File: src/rtl/zone_watering_sequencer_macros.svh
// ============================================================================
// Zone watering sequencer assertion macros
// Concurrent assertion wrappers; defining ASSERT_OFF compiles them away.
// ============================================================================
`ifndef ZONE_WATERING_SEQUENCER_MACROS_SVH
`define ZONE_WATERING_SEQUENCER_MACROS_SVH

`ifndef ASSERT_OFF
// Checked only while out of reset.
`define ZWS_ASSERT(label, clk, rstn, prop, msg) \
    label: assert property (@(posedge clk) disable iff (!rstn) prop) else $error(msg);
// Checked at every edge, reset included.
`define ZWS_ASSERT_ALWAYS(label, clk, prop, msg) \
    label: assert property (@(posedge clk) prop) else $error(msg);
`else
`define ZWS_ASSERT(label, clk, rstn, prop, msg)
`define ZWS_ASSERT_ALWAYS(label, clk, prop, msg)
`endif

`endif

File: src/rtl/zws_pkg.sv
// ============================================================================
// Zone watering sequencer package
// Shared types, codes and reset values.
// ============================================================================
package zws_pkg;

    // Command codes (input tuser)
    localparam logic [1:0] CMD_TICK   = 2'd0;
    localparam logic [1:0] CMD_START  = 2'd1;
    localparam logic [1:0] CMD_CANCEL = 2'd2;

    // Register indexes
    localparam int unsigned CFG_IDX_W = 3;
    localparam logic [CFG_IDX_W-1:0] REG_PREOPEN   = 3'd0;
    localparam logic [CFG_IDX_W-1:0] REG_RELIEF    = 3'd1;
    localparam logic [CFG_IDX_W-1:0] REG_INTERZONE = 3'd2;
    localparam logic [CFG_IDX_W-1:0] REG_SEQ_LEN   = 3'd3;
    localparam logic [CFG_IDX_W-1:0] REG_ZONE_SEQ  = 3'd4;
    localparam logic [CFG_IDX_W-1:0] REG_ZONE_CNT  = 3'd5;

    // Status message codes
    localparam logic [3:0] MSG_NONE      = 4'd0;
    localparam logic [3:0] MSG_SELECT    = 4'd1;
    localparam logic [3:0] MSG_EMPTY     = 4'd2;
    localparam logic [3:0] MSG_SEQERR    = 4'd3;
    localparam logic [3:0] MSG_ZONEERR   = 4'd4;
    localparam logic [3:0] MSG_OPENING   = 4'd5;
    localparam logic [3:0] MSG_WATERING  = 4'd6;
    localparam logic [3:0] MSG_DEPRESS   = 4'd7;
    localparam logic [3:0] MSG_NEXT      = 4'd8;
    localparam logic [3:0] MSG_COMPLETE  = 4'd9;
    localparam logic [3:0] MSG_CANCELLED = 4'd10;

    // Phase codes as reported on the result word
    localparam logic [2:0] PHC_IDLE      = 3'd0;
    localparam logic [2:0] PHC_PREOPEN   = 3'd1;
    localparam logic [2:0] PHC_RUNNING   = 3'd2;
    localparam logic [2:0] PHC_RELIEF    = 3'd3;
    localparam logic [2:0] PHC_INTERZONE = 3'd4;
    localparam logic [2:0] PHC_COMPLETE  = 3'd5;
    localparam logic [2:0] PHC_FAULT     = 3'd6;

    typedef enum logic [6:0] {
        PH_IDLE      = 7'b0000001,
        PH_PREOPEN   = 7'b0000010,
        PH_RUNNING   = 7'b0000100,
        PH_RELIEF    = 7'b0001000,
        PH_INTERZONE = 7'b0010000,
        PH_COMPLETE  = 7'b0100000,
        PH_FAULT     = 7'b1000000
    } phase_t;

    typedef struct packed {
        logic [15:0] preopen_ms;
        logic [15:0] relief_ms;
        logic [15:0] interzone_ms;
        logic [3:0]  sequence_length;
        logic [31:0] zone_sequence;
        logic [3:0]  zone_count;
    } cfg_t;

    typedef struct packed {
        phase_t      phase;
        logic        cycle_on;
        logic        pump_on;
        logic [3:0]  open_zone;
        logic [23:0] watering_time;
        logic [23:0] time_left;
        logic [15:0] phase_count;
        logic [23:0] watering_count;
        logic [3:0]  message;
    } state_t;

    // Result word, last field in the low bits
    typedef struct packed {
        logic [6:0]  pad;
        logic        start_ok;
        logic [3:0]  message_code;
        logic [2:0]  step_index;
        logic        cycle_active;
        logic [23:0] remaining_ms;
        logic [3:0]  active_zone;
        logic        pump_on;
        logic [2:0]  phase;
    } result_t;

    localparam cfg_t CFG_RESET = '{
        16'd1000, 16'd1000, 16'd1000, 4'd1, 32'd1, 4'd4
    };

    localparam state_t STATE_RESET = '{
        PH_IDLE, 1'b0, 1'b0, 4'd0, 24'd0, 24'd0, 16'd0, 24'd0, MSG_NONE
    };

    function automatic logic [2:0] phase_code(input phase_t ph);
        logic [2:0] code;
        unique case (ph)
            PH_IDLE:      code = PHC_IDLE;
            PH_PREOPEN:   code = PHC_PREOPEN;
            PH_RUNNING:   code = PHC_RUNNING;
            PH_RELIEF:    code = PHC_RELIEF;
            PH_INTERZONE: code = PHC_INTERZONE;
            PH_COMPLETE:  code = PHC_COMPLETE;
            PH_FAULT:     code = PHC_FAULT;
            default:      code = PHC_IDLE;
        endcase
        return code;
    endfunction

endpackage

File: src/rtl/zws_step.sv
// ============================================================================
// Zone watering sequencer step logic
// Next state of the sequencer for one command word.
// ============================================================================
module zws_step #(
    parameter int unsigned MAX_SEQUENCE = 8,
    parameter int unsigned ZONE_BITS    = 4,
    parameter int unsigned SEQ_W        = 3
) (
    input  zws_pkg::cfg_t     cfg,
    input  zws_pkg::state_t   cur,
    input  logic [SEQ_W-1:0]  seq_pos_cur,
    input  logic [1:0]        cmd,
    input  logic [23:0]       duration_ms,
    input  logic              zone_fail,
    output zws_pkg::state_t   nxt,
    output logic [SEQ_W-1:0]  seq_pos_nxt,
    output logic              start_ok
);

    localparam int unsigned LEN_W = 5;
    localparam int unsigned CMP_W = (ZONE_BITS > 4) ? ZONE_BITS : 4;

    logic [LEN_W-1:0]     used_len;
    logic [SEQ_W-1:0]     pos_inc;
    logic [SEQ_W-1:0]     open_idx;
    logic [7:0]           shamt;
    logic [31:0]          seq_shift;
    logic                 in_range;
    logic [ZONE_BITS-1:0] zone_raw;
    logic [CMP_W-1:0]     zone_ext;
    logic [CMP_W-1:0]     count_ext;
    logic                 zone_ok;
    logic                 is_last;
    logic [15:0]          pc_dec;
    logic [23:0]          wc_dec;
    logic                 do_open;

    // Fail-safe stop: everything off, phase as given
    function automatic zws_pkg::state_t stop_all(input zws_pkg::state_t s,
                                                 input zws_pkg::phase_t ph);
        zws_pkg::state_t r;
        r                = s;
        r.pump_on        = 1'b0;
        r.open_zone      = 4'd0;
        r.time_left      = 24'd0;
        r.cycle_on       = 1'b0;
        r.phase_count    = 16'd0;
        r.watering_count = 24'd0;
        r.phase          = ph;
        return r;
    endfunction

    assign used_len = (LEN_W'(cfg.sequence_length) > LEN_W'(MAX_SEQUENCE)) ?
                      LEN_W'(MAX_SEQUENCE) : LEN_W'(cfg.sequence_length);
    assign pos_inc  = seq_pos_cur + SEQ_W'(1);
    assign is_last  = (LEN_W'(seq_pos_cur) + LEN_W'(1)) >= used_len;

    // Zone lookup: first entry on start, next entry at end of interzone
    assign open_idx  = (cmd == zws_pkg::CMD_START) ? '0 : pos_inc;
    assign shamt     = 8'(open_idx) * 8'(ZONE_BITS);
    assign in_range  = (LEN_W'(open_idx) < used_len) && (shamt < 8'd32);
    assign seq_shift = cfg.zone_sequence >> shamt;
    assign zone_raw  = in_range ? seq_shift[ZONE_BITS-1:0] : '0;
    assign zone_ext  = CMP_W'(zone_raw);
    assign count_ext = CMP_W'(cfg.zone_count);
    assign zone_ok   = (zone_ext != '0) && (zone_ext <= count_ext);

    // Saturating countdowns
    assign pc_dec = cur.phase_count - 16'(cur.phase_count != 16'd0);
    assign wc_dec = cur.watering_count - 24'(cur.watering_count != 24'd0);

    always_comb begin
        nxt         = cur;
        seq_pos_nxt = seq_pos_cur;
        start_ok    = 1'b0;
        do_open     = 1'b0;

        case (cmd)
            zws_pkg::CMD_TICK: begin
                if (cur.cycle_on) begin
                    unique case (cur.phase)
                        zws_pkg::PH_PREOPEN: begin
                            nxt.phase_count = pc_dec;
                            if (pc_dec == 16'd0) begin
                                nxt.pump_on        = 1'b1;
                                nxt.watering_count = cur.watering_time;
                                nxt.phase          = zws_pkg::PH_RUNNING;
                                nxt.message        = zws_pkg::MSG_WATERING;
                            end
                        end
                        zws_pkg::PH_RUNNING: begin
                            nxt.watering_count = wc_dec;
                            nxt.time_left      = wc_dec;
                            if (wc_dec == 24'd0) begin
                                nxt.pump_on     = 1'b0;
                                nxt.phase       = zws_pkg::PH_RELIEF;
                                nxt.message     = zws_pkg::MSG_DEPRESS;
                                nxt.phase_count = cfg.relief_ms;
                            end
                        end
                        zws_pkg::PH_RELIEF: begin
                            nxt.phase_count = pc_dec;
                            if (pc_dec == 16'd0) begin
                                nxt.open_zone = 4'd0;
                                if (is_last) begin
                                    nxt         = stop_all(nxt, zws_pkg::PH_COMPLETE);
                                    nxt.message = zws_pkg::MSG_COMPLETE;
                                end else begin
                                    nxt.phase       = zws_pkg::PH_INTERZONE;
                                    nxt.message     = zws_pkg::MSG_NEXT;
                                    nxt.phase_count = cfg.interzone_ms;
                                end
                            end
                        end
                        zws_pkg::PH_INTERZONE: begin
                            nxt.phase_count = pc_dec;
                            if (pc_dec == 16'd0) begin
                                seq_pos_nxt = pos_inc;
                                do_open     = 1'b1;
                            end
                        end
                        default: begin
                        end
                    endcase
                end
            end
            zws_pkg::CMD_START: begin
                if (duration_ms == 24'd0) begin
                    nxt.message = zws_pkg::MSG_SELECT;
                end else if (cfg.sequence_length == 4'd0) begin
                    nxt.phase   = zws_pkg::PH_FAULT;
                    nxt.message = zws_pkg::MSG_EMPTY;
                end else begin
                    nxt.pump_on        = 1'b0;
                    nxt.open_zone      = 4'd0;
                    seq_pos_nxt        = '0;
                    nxt.watering_time  = duration_ms;
                    nxt.time_left      = duration_ms;
                    nxt.watering_count = 24'd0;
                    nxt.cycle_on       = 1'b1;
                    do_open            = 1'b1;
                    start_ok           = zone_ok && !zone_fail;
                end
            end
            zws_pkg::CMD_CANCEL: begin
                nxt         = stop_all(cur, zws_pkg::PH_IDLE);
                nxt.message = zws_pkg::MSG_CANCELLED;
            end
            default: begin
            end
        endcase

        // Open the selected zone, or fall into the fail-safe stop
        if (do_open) begin
            if (!zone_ok) begin
                nxt         = stop_all(nxt, zws_pkg::PH_FAULT);
                nxt.message = zws_pkg::MSG_SEQERR;
            end else if (zone_fail) begin
                nxt         = stop_all(nxt, zws_pkg::PH_FAULT);
                nxt.message = zws_pkg::MSG_ZONEERR;
            end else begin
                nxt.open_zone   = zone_ext[3:0];
                nxt.phase       = zws_pkg::PH_PREOPEN;
                nxt.message     = zws_pkg::MSG_OPENING;
                nxt.phase_count = cfg.preopen_ms;
            end
        end
    end

endmodule

File: src/rtl/zone_watering_sequencer.sv
// ============================================================================
// Zone watering sequencer
// Steps irrigation zones through pre-open, pumping, relief and pause phases.
// ============================================================================
// Path: the input register loads at the accept edge; one pass of the step logic
//   fills the result register once the result slot is free or being drained.
// Throughput: one word per cycle while m_axis_tready holds; the state update is one combinational pass.
// Reset (aresetn low, synchronous): both stages empty, sequencer idle,
//   registers back to their power-on values.
`include "zone_watering_sequencer_macros.svh"

module zone_watering_sequencer #(
    parameter int unsigned MAX_SEQUENCE = 8,   // 1..16 zone list entries
    parameter int unsigned ZONE_BITS    = 4    // 1..8 bits per list entry
) (
    input  logic        aclk,
    input  logic        aresetn,

    // Command stream
    input  logic        s_axis_tvalid,
    output logic        s_axis_tready,
    input  logic [31:0] s_axis_tdata,   // [23:0] duration_ms, [24] zone_fail
    input  logic [1:0]  s_axis_tuser,   // [1:0] cmd

    // Status stream
    output logic        m_axis_tvalid,
    input  logic        m_axis_tready,
    output logic [47:0] m_axis_tdata,   // [2:0] phase, [3] pump_on,
                                        // [7:4] active_zone, [31:8] remaining_ms,
                                        // [32] cycle_active, [35:33] step_index,
                                        // [39:36] message_code, [40] start_ok

    // Register writes
    input  logic        cfg_valid,
    output logic        cfg_ready,
    input  logic [2:0]  cfg_index,
    input  logic [31:0] cfg_data
);

    localparam int unsigned SEQ_W = (MAX_SEQUENCE > 1) ? $clog2(MAX_SEQUENCE) : 1;

    // ------------------------------------------------------------------
    // Input register
    // ------------------------------------------------------------------
    logic        in_valid_reg;
    logic [1:0]  in_cmd_reg;
    logic [23:0] in_dur_reg;
    logic        in_fail_reg;

    // ------------------------------------------------------------------
    // Sequencer state and configuration
    // ------------------------------------------------------------------
    zws_pkg::state_t  st_reg;
    zws_pkg::state_t  st_next;
    logic [SEQ_W-1:0] seq_pos_reg;
    logic [SEQ_W-1:0] seq_pos_next;
    zws_pkg::cfg_t    cfg_reg;
    logic             start_ok;

    // ------------------------------------------------------------------
    // Result register
    // ------------------------------------------------------------------
    logic              out_valid_reg;
    zws_pkg::result_t  out_data_reg;
    zws_pkg::result_t  result;

    logic advance;
    logic s_accept;
    logic m_accept;

    // A word moves from the input stage into the result stage whenever the
    // result slot is free or being drained this cycle.
    assign advance       = in_valid_reg && (!out_valid_reg || m_axis_tready);
    assign s_axis_tready = !in_valid_reg || advance;
    assign s_accept      = s_axis_tvalid && s_axis_tready;
    assign m_accept      = out_valid_reg && m_axis_tready;
    assign m_axis_tvalid = out_valid_reg;
    assign m_axis_tdata  = out_data_reg;
    assign cfg_ready     = 1'b1;

    always_ff @(posedge aclk) begin
        if (!aresetn) begin
            in_valid_reg <= 1'b0;
        end else if (s_accept) begin
            in_valid_reg <= 1'b1;
        end else if (advance) begin
            in_valid_reg <= 1'b0;
        end
    end

    always_ff @(posedge aclk) begin
        if (s_accept) begin
            in_cmd_reg  <= s_axis_tuser;
            in_dur_reg  <= s_axis_tdata[23:0];
            in_fail_reg <= s_axis_tdata[24];
        end
    end

    zws_step #(
        .MAX_SEQUENCE (MAX_SEQUENCE),
        .ZONE_BITS    (ZONE_BITS),
        .SEQ_W        (SEQ_W)
    ) u_step (
        .cfg         (cfg_reg),
        .cur         (st_reg),
        .seq_pos_cur (seq_pos_reg),
        .cmd         (in_cmd_reg),
        .duration_ms (in_dur_reg),
        .zone_fail   (in_fail_reg),
        .nxt         (st_next),
        .seq_pos_nxt (seq_pos_next),
        .start_ok    (start_ok)
    );

    // Status after the step
    always_comb begin
        result              = '0;
        result.phase        = zws_pkg::phase_code(st_next.phase);
        result.pump_on      = st_next.pump_on;
        result.active_zone  = st_next.open_zone;
        result.remaining_ms = st_next.time_left;
        result.cycle_active = st_next.cycle_on;
        result.step_index   = 3'(seq_pos_next);
        result.message_code = st_next.message;
        result.start_ok     = start_ok;
    end

    always_ff @(posedge aclk) begin
        if (!aresetn) begin
            st_reg      <= zws_pkg::STATE_RESET;
            seq_pos_reg <= '0;
        end else if (advance) begin
            st_reg      <= st_next;
            seq_pos_reg <= seq_pos_next;
        end
    end

    always_ff @(posedge aclk) begin
        if (!aresetn) begin
            out_valid_reg <= 1'b0;
        end else if (advance) begin
            out_valid_reg <= 1'b1;
        end else if (m_accept) begin
            out_valid_reg <= 1'b0;
        end
    end

    always_ff @(posedge aclk) begin
        if (advance) begin
            out_data_reg <= result;
        end
    end

    // Register file; writes to unused indexes are dropped
    always_ff @(posedge aclk) begin
        if (!aresetn) begin
            cfg_reg <= zws_pkg::CFG_RESET;
        end else if (cfg_valid) begin
            unique case (cfg_index)
                zws_pkg::REG_PREOPEN:   cfg_reg.preopen_ms      <= cfg_data[15:0];
                zws_pkg::REG_RELIEF:    cfg_reg.relief_ms       <= cfg_data[15:0];
                zws_pkg::REG_INTERZONE: cfg_reg.interzone_ms    <= cfg_data[15:0];
                zws_pkg::REG_SEQ_LEN:   cfg_reg.sequence_length <= cfg_data[3:0];
                zws_pkg::REG_ZONE_SEQ:  cfg_reg.zone_sequence   <= cfg_data;
                zws_pkg::REG_ZONE_CNT:  cfg_reg.zone_count      <= cfg_data[3:0];
                default: begin
                end
            endcase
        end
    end

    // ------------------------------------------------------------------
    // Assertions
    // ------------------------------------------------------------------
    `ZWS_ASSERT_ALWAYS(a_reset_empties, aclk, !aresetn |=> !in_valid_reg && !out_valid_reg, "stages not empty after reset")
    `ZWS_ASSERT(a_advance_fills, aclk, aresetn, advance |=> out_valid_reg, "result lost after step")
    `ZWS_ASSERT(a_start_ok_opens, aclk, aresetn, out_valid_reg && out_data_reg.start_ok |-> out_data_reg.message_code == zws_pkg::MSG_OPENING && out_data_reg.phase == zws_pkg::PHC_PREOPEN, "accepted start did not open a zone")
    `ZWS_ASSERT(a_zone_in_cycle, aclk, aresetn, out_valid_reg && out_data_reg.active_zone != 4'd0 |-> out_data_reg.cycle_active, "zone open outside a cycle")

endmodule
File: config.mk
export PLATFORM = sky130hd
export DESIGN_NAME = zone_watering_sequencer
export DESIGN_NICKNAME = d
export VERILOG_FILES = /design/src/rtl/zws_pkg.sv /design/src/rtl/zws_step.sv /design/src/rtl/zone_watering_sequencer.sv
export VERILOG_INCLUDE_DIRS = /design/src /design/src/rtl
export SDC_FILE = /design/constraint.sdc
export NUM_CORES = 1
export LEC_CHECK = 0
export ABC_CLOCK_PERIOD_IN_PS = 8320
export BUFFER_PORTS_ARGS = -buffer_cell sky130_fd_sc_hd__buf_2
export CAP_MARGIN = 20
export CORE_ASPECT_RATIO = 1.75
export CORE_MARGIN = 2
export CORE_UTILIZATION = 50
export CTS_CLUSTER_SIZE = 14
export DETAILED_ROUTE_END_ITERATION = 12
export PLACE_DENSITY = 0.69
export SLEW_MARGIN = 20
export SYNTH_ARGS = -nofsm -noshare
export SYNTH_HDL_FRONTEND = slang
export SYNTH_SLANG_ARGS = --single-unit
File: constraint.sdc
create_clock -name aclk -period 8.32 [get_ports aclk]
set_clock_uncertainty 0.15 [all_clocks]
set_input_delay 0.832 -clock aclk [delete_from_list [all_inputs] [get_ports aclk]]
set_output_delay 0.832 -clock aclk [all_outputs]
set_load 0.01 [all_outputs]
* Word-level counts from Yosys, hierarchy flattened
Cells that the tools add are included.
W data, S select, Z words.
** Operators by class
- Add/subtract/negate cells :: 4
- $lt $le $gt $ge :: 5
- Eq/ne operators :: 20
- Shift operators :: 1
- Muxes and demuxes :: 60
- Bitwise gates (word level) :: 1
- Reductions and logical operators :: 32
** Operators by type and width (number)
- $mux W105 :: 4
- $pmux W61 S3 :: 1
- $pmux W28 S3 :: 2
- $mux W24 :: 5
- $mux W54 :: 2
- $mux W61 :: 1
- $mux W28 :: 2
- $logic_not A24 Y1 :: 2
- $mux W16 :: 3
- $pmux W16 S3 :: 1
- $pmux W24 S2 :: 1
- $pmux W16 S2 :: 1
- $shr A32 B5 Y4 :: 1
- $mux W7 :: 4
- $mux W4 :: 6
- $reduce_bool A24 Y1 :: 1
- $sub A24 B1 Y24 :: 1
- $pmux W7 S3 :: 1
- $mux W3 :: 6
- $pmux W3 S6 :: 1
- $logic_not A16 Y1 :: 1
- $reduce_bool A16 Y1 :: 1
- $sub A16 B1 Y16 :: 1
- $eq A7 B2 Y1 const B :: 2
- 40 further kinds :: 72
** Word-level totals
- Register bits after elaboration :: 266
- Input port bits :: 74
- Output and inout port bits :: 51
- Logic and storage cells :: 152

* Longest topological paths before layout
Gate-level depths: netlist (run 1).
- Word-level depth :: 13
- Mapped depth :: 19
- Gate-level depth less buffers :: 17

* Cells and area by module
Synthesis (run 1) repeated with hierarchy kept, for this count alone.
** Second synthesis, totals
- Cell total of the unflattened synthesis :: 1741
- Area total of the unflattened synthesis :: 14632.8 um^2
** By module, submodules not included
- zone_watering_sequencer :: times used 1, cells each 901, area each 9608.0 um^2, seq. area each 6005.8 um^2
- zws_step :: times used 1, cells each 840, area each 5024.8 um^2, seq. area each 0.0 um^2

* Least setup slack after synthesis (run 1)
Ideal clock, no wire load.
- Path kind :: flip-flop to flip-flop
- Start point :: reg st_reg[37] (netlist bit)
- End point :: reg out_data_reg, in the netlist m_axis_tdata[36], data pin
- Library setup time :: 263 ps
- Arrival :: 3782 ps
- Required time :: 7907 ps
- Path slack :: 4124 ps
- Cell stages (with the launch flop) :: 18
- Buffers on the path :: 2
- Clock period less this slack :: 4196 ps
- Cells stage by stage :: dfxtp_1 clkbuf_1 nor4_1 nand2b_1 nor3_1 nand4_1 ha_1 ha_1 or2_2 a211oi_1 o211ai_1 nor4_2 or2_1 buf_2 nand2_1 nor3_1 and2_1 nor2_1
** RTL lines
- start: declaration :: RTL line zone_watering_sequencer.sv:53 : zws_pkg::state_t st_reg;
- start signal: assignment :: RTL line zone_watering_sequencer.sv:130 : st_reg <= zws_pkg::STATE_RESET;
- start signal: assignment :: RTL line zone_watering_sequencer.sv:133 : st_reg <= st_next;
- end signal: assignment :: RTL line zone_watering_sequencer.sv:150 : out_data_reg <= result;
- end: declaration :: RTL line zone_watering_sequencer.sv:64 : zws_pkg::result_t out_data_reg;

==> qor.yml, run 1 <==
status:
  status: "complete, no violations"
power_and_ir_drop:
  power_density_nw_per_um2: 199
  ir_drop_uv: 173
  leakagePower_nw: 5.23
critical_path:
  crit_fanout: 21
  crit_family: "simple AND/OR/NAND/NOR gates"
  r2r_start: "in_cmd_reg[1]$_DFFE_PP_"
  arrival_ns: 6.03
  cp-end-kind: "register"
  path_cells: "nor2b_1 -> nor2_1 -> ha_1 -> nor2_1 -> nor3_1 -> nor2_1 -> ha_1 -> nor2b_1 -> o21a_1 -> o21a_1 -> o21a_1 -> nor3_1 -> and3_1 -> nor2_1 -> o2111ai_1 -> a311oi_1"
  crit_slowest_cell: "and3_1"
  crit_type: "register to register"
  r2r_slack_ns: 2.39
  crit_top_cell: "nor2_1"
  cp-start-kind: "register"
  rr_endpoint: "m_axis_tdata[1]$_DFFE_PP_"
  cp_num_buf_inv: 0
  cp_num_cells: 16
  max_stage_delay_ns: 0.82
  worst_ep_required_time_ns: 8.41
  rr_worst_depth: 16
synthesis:
  synth.distinct_cells: 87
  async_flop_share_pct: 0
  synthTopCellsByArea: "dfxtp_1 31%, edfxtp_1 16%, nand2_1 9.8%"
  synth_top_area_share_pct: 30.8
  ys_seq_area_share_pct: 46.7
  netlist_instances: 1535
  synth_top_area_cell: "dfxtp_1"
  synth_commonest_cells: "337 x nand2_1, 198 x dfxtp_1, 187 x a21oi_1"
  synth_flop_cell: "dfxtp_1"
  syn_area_per_cell_um2: 8.37
  synth-edff-count: 68
  ys_seq_elements: 266
  syn-cell-area_um2: 12900
  synth.most_common_cell: "nand2_1"
  yosys_warnings: 0
sta:
  rsz0062_at_grt: "false"
  min_period_ns: 5.93
  hold_viol: 0
  slew_headroom_pct: 35.7
  worstMarginPinSlew_ns: 0.961
  fmax_mhz: 169
  setup_violations: 0
  slew_violations: 0
  setup_tns_ns: 0
  fin_crit_sh_pct: 71.3
  setup_ws_ns: 2.39
placement:
  gp_congestion: 0.956
  detailed_place.area_um2: 13500
  dp_cells: 1877
  port_buffers: 109
  hpwl_mm: 28.0
  pre_cts_slack_ns: 2.55
clocking:
  htree_levels: 1
  cts-root-buf: "clkbuf_16"
  cts.sinks: 266
  cts.clk_slew.worst_paths_ns: 0.07
  holdBufCountCts: 0
  cts_made_buffers: 25
  cts-resized-gates: 0
  cts.path.max_buffers: 3
  cts_tree: "done"
  postCtsSetupBuffers: 0
  clock_latency_ns: 0.56
detailed_routing:
  drtPass1Iterations: 5
  drt-wirelength-per-cell_um: 20.6
  drcViolationCount: 0
  ant_nets: 0
  vias: 11700
  finalWirelength_mm: 39.6
  drt_iter0_markers: 922
  viasPerCell: 6.09
layout:
  postLayoutCellArea_um2: 14300
  final_nets: 1677
  largest_reg_flops: 105
  seq_area_um2: 6010
  drive_gt1_share_pct: 12.7
  instances_no_fill: 1922
  multi_input_area_um2: 6320
  num_antenna_cells: 0
  nFillCells: 2443
  syn2layout_area_growth_pct: 10.9
hold_path:
  hold_class: "input port to register"
  hold_path_startpoint: "s_axis_tdata[2]"
  worstHoldPathCells: 1
  whs_endpoint: "in_dur_reg[2]$_DFFE_PP_"
die:
  core_um2: 25200
  row_count: 77
  start_util_pct: 50.9
  die_h_um: 216
  die_w_um: 125
  dieArea_um2: 27100
  io_pins: 125
global_routing:
  antenna_found_initial: 0
  grt_pass1_wl_mm: 62.1
  grt_max_degree: 81
  grt.total_usage_pct: 28.8
  grt_pass1_vias: 11500
  grt-ovfl-total: 0
run:
  drv_cap: 0
[cells in the final DEF, fill, tap and decap left out, types with 10 or more instances in the layout]
cell type	netlist	final
nand3_1	46	45
a31oi_1	15	15
nand2b_1	13	13
clkbuf_16	0	25
ha_1	15	15
nor2b_1	13	13
xor2_1	20	20
a211oi_1	10	10
a22oi_1	31	31
buf_2	14	109
edfxtp_1	68	68
nor4_1	22	22
or3_1	11	11
nor2_1	105	104
xnor2_1	16	16
a21oi_1	187	186
mux2i_1	12	12
nand2_1	337	337
inv_1	18	17
o21ai_0	71	71
nor3_1	30	29
buf_4	17	18
dfxtp_1	198	198
o2bb2ai_1	15	15
nand4_1	15	15
[logic make-up (layout without fill, tap and decap cells)]
logic type,after synthesis,after routing,synth area share (%)
AO/OA/AOI/OAI,413,413,19.7
XOR/XNOR,36,36,2.45
adder cells (fa/ha/maj),16,16,1.55
buffers and inverters,126,191,4.43
flip-flops,266,266,46.7
multiplexers,16,16,1.37
other,2,8,0.0584
AND/OR/NAND/NOR,660,660,23.7
[per-layer routing]
layer  wire length (um)  track usage [%]  vias up
met5                  0                0        -
li1                   -                -     5568
met2              21000             53.9      420
met1              13800             29.4     5573
met3               1900             3.80      146
met4               2970             19.1        0
[through the flow]
stage / hold slack (ns) / power (mW) / utilization (%)
2_1_floorplan: 0.281 / 1.63 / -
3_3_place_gp: 0.291 / 1.73 / 53.4
3_5_place_dp: 0.296 / 1.73 / 53.4
4_1_cts: 0.298 / 2.84 / 56.5
5_1_grt: 0.285 / 2.93 / 56.5
6_report: 0.302 / 2.83 / 56.5
[final cells by class]
class,instances,share of cell area (%)
sequential,266,42.1
tap,316,2.77
inverter,19,0.509
clock buffer,36,4.97
clock inverter,9,0.544
timing repair buffer,127,4.77
multi-input combinational,1149,44.3
[worst reg2reg max path, delay by kind of cell (launching register included)]
kind | cells | cell delay (ns)
and+or+nand+nor | 9 | 3.30
adders and majority gates | 2 | 0.66
AOI/OAI and AO/OA | 5 | 0.80
DFF | 1 | 0.71
[worst max-delay path by stage]
stage,start,slack [ns],end
after floorplan,st_reg[37]$_SDFFE_PN0P_,4.12,m_axis_tdata[36]$_DFFE_PP_
after global placement,in_cmd_reg[1]$_DFFE_PP_,2.65,m_axis_tdata[0]$_DFFE_PP_
after detailed placement,in_cmd_reg[1]$_DFFE_PP_,2.55,m_axis_tdata[1]$_DFFE_PP_
after CTS,in_cmd_reg[1]$_DFFE_PP_,2.52,m_axis_tdata[1]$_DFFE_PP_
after global routing,st_reg[37]$_SDFFE_PN0P_,1.98,st_reg[46]$_SDFFE_PN0P_
final,in_cmd_reg[1]$_DFFE_PP_,2.39,m_axis_tdata[1]$_DFFE_PP_
[where the power goes]
group	leakage, nW	switching, mW	internal [mW]
clock network	0.395	0.500	0.624
registers	2.25	0.0351	1.37
logic	2.59	0.203	0.102
(Power assumes the default switching activity.)
==> run 2, diff against run 1 <==
Settings changed: ABC_CLOCK_PERIOD_IN_PS 8320 to 5800.
Clock period 8.32 ns to 5.8 ns, I/O delays scaled along.
==> run 2 against run 1 <==
Compared with the run above: critical path depth grew 3; critical endpoint is now st_reg[65]$_SDFFE_PN0P_; setup slack lost 1.7 ns; first-iteration DRC count grew 7.2%; largest power group unchanged; register-to-register slack lost 1.7 ns; power grew 46%; die area is the same; sequential power grew 44%; fmax grew 15%; non-clock buffer count grew 11.
==> qor.yml, run 2 (synthesis results as in run 1) <==
status:
  status: "complete, no violations"  # unchanged
detailed_routing:
  viasPerCell: 6.10  # was 6.09
  drtPass1Iterations: 5  # unchanged
  finalWirelength_mm: 39.8  # was 39.6 mm
  drt-wirelength-per-cell_um: 20.6  # about the same
  drcViolationCount: 0  # unchanged
  ant_nets: 0  # unchanged
  vias: 11800  # was 11700
  drt_iter0_markers: 988  # was 922
global_routing:
  grt_max_degree: 54  # was 81
  antenna_found_initial: 0  # unchanged
  grt_pass1_wl_mm: 62.0  # was 62.1 mm
  grt-ovfl-total: 0  # unchanged
  grt_pass1_vias: 11600  # was 11500
  grt.total_usage_pct: 28.9  # was 28.8%
die:
  core_um2: 25200  # unchanged
  die_w_um: 125  # unchanged
  die_h_um: 216  # unchanged
  dieArea_um2: 27100  # unchanged
  start_util_pct: 50.9  # unchanged
  io_pins: 125  # unchanged
  row_count: 77  # unchanged
clocking:
  cts_made_buffers: 25  # unchanged
  postCtsSetupBuffers: 0  # unchanged
  htree_levels: 1  # unchanged
  cts.path.max_buffers: 3  # unchanged
  cts_tree: "done"  # unchanged
  cts-root-buf: "clkbuf_16"  # unchanged
  cts-resized-gates: 0  # unchanged
  holdBufCountCts: 0  # unchanged
  clock_latency_ns: 0.55  # was 0.56 ns
  cts.clk_slew.worst_paths_ns: 0.07  # about the same
  cts.sinks: 266  # unchanged
power_and_ir_drop:
  power_mw: 4.13  # was 2.83 mW
  leakagePower_nw: 5.31  # was 5.23 nW
  intPower_mw: 3.07  # was 2.10 mW
  p_sw_share_pct: 25.7  # was 26.0%
  p_clk_share_pct: 40.5  # was 39.7%
  power_density_nw_per_um2: 287  # was 199 nW/um2
  power_switching_mw: 1.06  # was 738 uW
  ir_drop_uv: 248  # was 173 uV
  pwr-share-seq_pct: 48.7  # was 49.6%
  power_frac_comb_pct: 10.8  # was 10.7%
layout:
  final_nets: 1688  # was 1677
  instances_no_fill: 1933  # was 1922
  final_common_cell: "nand2_1"  # unchanged
  syn2layout_area_growth_pct: 12.0  # was 10.9%
  largest_reg_flops: 105  # unchanged
  num_antenna_cells: 0  # unchanged
  mostFrequentLayoutCells: "337 x nand2_1, 198 x dfxtp_1, 186 x a21oi_1"  # unchanged
  drive_gt1_share_pct: 13.2  # was 12.7%
sta:
  hold_viol: 0  # unchanged
  fin_crit_sh_pct: 88.9  # was 71.3%
  rsz0062_at_grt: "false"  # unchanged
  setup_violations: 0  # unchanged
  fmax_mhz: 194  # was 169 MHz
  worstMarginPinSlew_ns: 1.04  # was 0.961 ns
  slew_headroom_pct: 30.9  # was 35.7%
  slew_violations: 0  # unchanged
  min_period_ns: 5.16  # was 5.93 ns
  setup_tns_ns: 0  # unchanged
critical_path:
  crit_fanout: 33  # was 21
  cp-start-kind: "register"  # unchanged
  cp-end-kind: "register"  # unchanged
  arrival_ns: 5.50  # was 6.03 ns
  crit_type: "register to register"  # unchanged
  worst_ep_required_time_ns: 6.14  # was 8.41 ns
hold_path:
  hold_class: "input port to register"  # unchanged
placement:
  gp_congestion: 0.969  # was 0.956
  dp_cells: 1888  # was 1877
  hpwl_mm: 28.5  # was 28.0 mm
  port_buffers: 109  # unchanged
run:
  drv_cap: 0  # unchanged
-- run 2: final timing paths --
kind / startpoint / endpoint / slack, ns / depth (start not counted)
worst max-delay path: seq_pos_reg[1]$_SDFFE_PN0P_ / st_reg[65]$_SDFFE_PN0P_ / 0.64 / 19
worst min-delay path: s_axis_tdata[11] / in_dur_reg[11]$_DFFE_PP_ / 0.06 / 1
worst max register to register: seq_pos_reg[1]$_SDFFE_PN0P_ / st_reg[65]$_SDFFE_PN0P_ / 0.64 / 19
worst min register to register: cfg_reg[31]$_SDFFE_PN0P_ / cfg_reg[31]$_SDFFE_PN0P_ / 0.30 / 2
-- run 2: final cells by class --
type | count | area, um2
clock buffers | 38 | 757
clock inverters | 7 | 78.8
fillers | 2365 | 10800
inverters | 19 | 72.6
multi-input cells | 1149 | 6320
flip-flops and latches | 266 | 6010
well taps | 316 | 395
repair buffers | 138 | 763
-- run 2: per-stage QoR --
step	area, um2	setup WS [ns]	hold slack [ns]	util (%)
3_5_place_dp	13600	0.659	0.296	53.7
5_1_grt	14400	0.220	0.0365	57.0
3_3_place_gp	13500	0.828	0.291	53.7
6_report	14400	0.644	0.0551	57.0
2_1_floorplan	12900	1.60	0.281	-
4_1_cts	14400	0.645	0.0338	57.0
-- run 2: critical path, cell delays in order (launching register included) --
cell and delay, ns:
dfxtp_1 0.34, ha_1 0.21, xnor2_1 0.48, nor2_1 0.24, ha_1 0.34, nor2_1 0.04, nor3_1 0.48, nor2_1 0.10
ha_1 0.31, nor2b_1 0.14, o21a_1 0.17, o21a_1 0.17, o21a_1 0.18, nor3_1 0.19, buf_4 0.16, a21oi_2 0.05
buf_4 0.27, nand2b_1 0.20, a21oi_2 0.64, a22o_1 0.25
-- run 2: layer usage --
metal  vias to the layer above  wire length [um]  global-route usage (%)
li1                       5591                 -                       -
met1                      5574             14100                    30.4
met2                       467             20400                    52.4
met3                       157              1860                    2.94
met4                         0              3440                    22.3
met5                         -                 0                       0
-- run 2: power groups by stage --
stage               logic, mW  registers [mW]  clock network [mW]
floorplan               0.293            2.04                   0
CTS                     0.442            2.01                1.70
detailed placement      0.440            2.05                   0
finish                  0.446            2.01                1.67
global placement        0.434            2.05                   0
global route            0.488            2.02                1.77
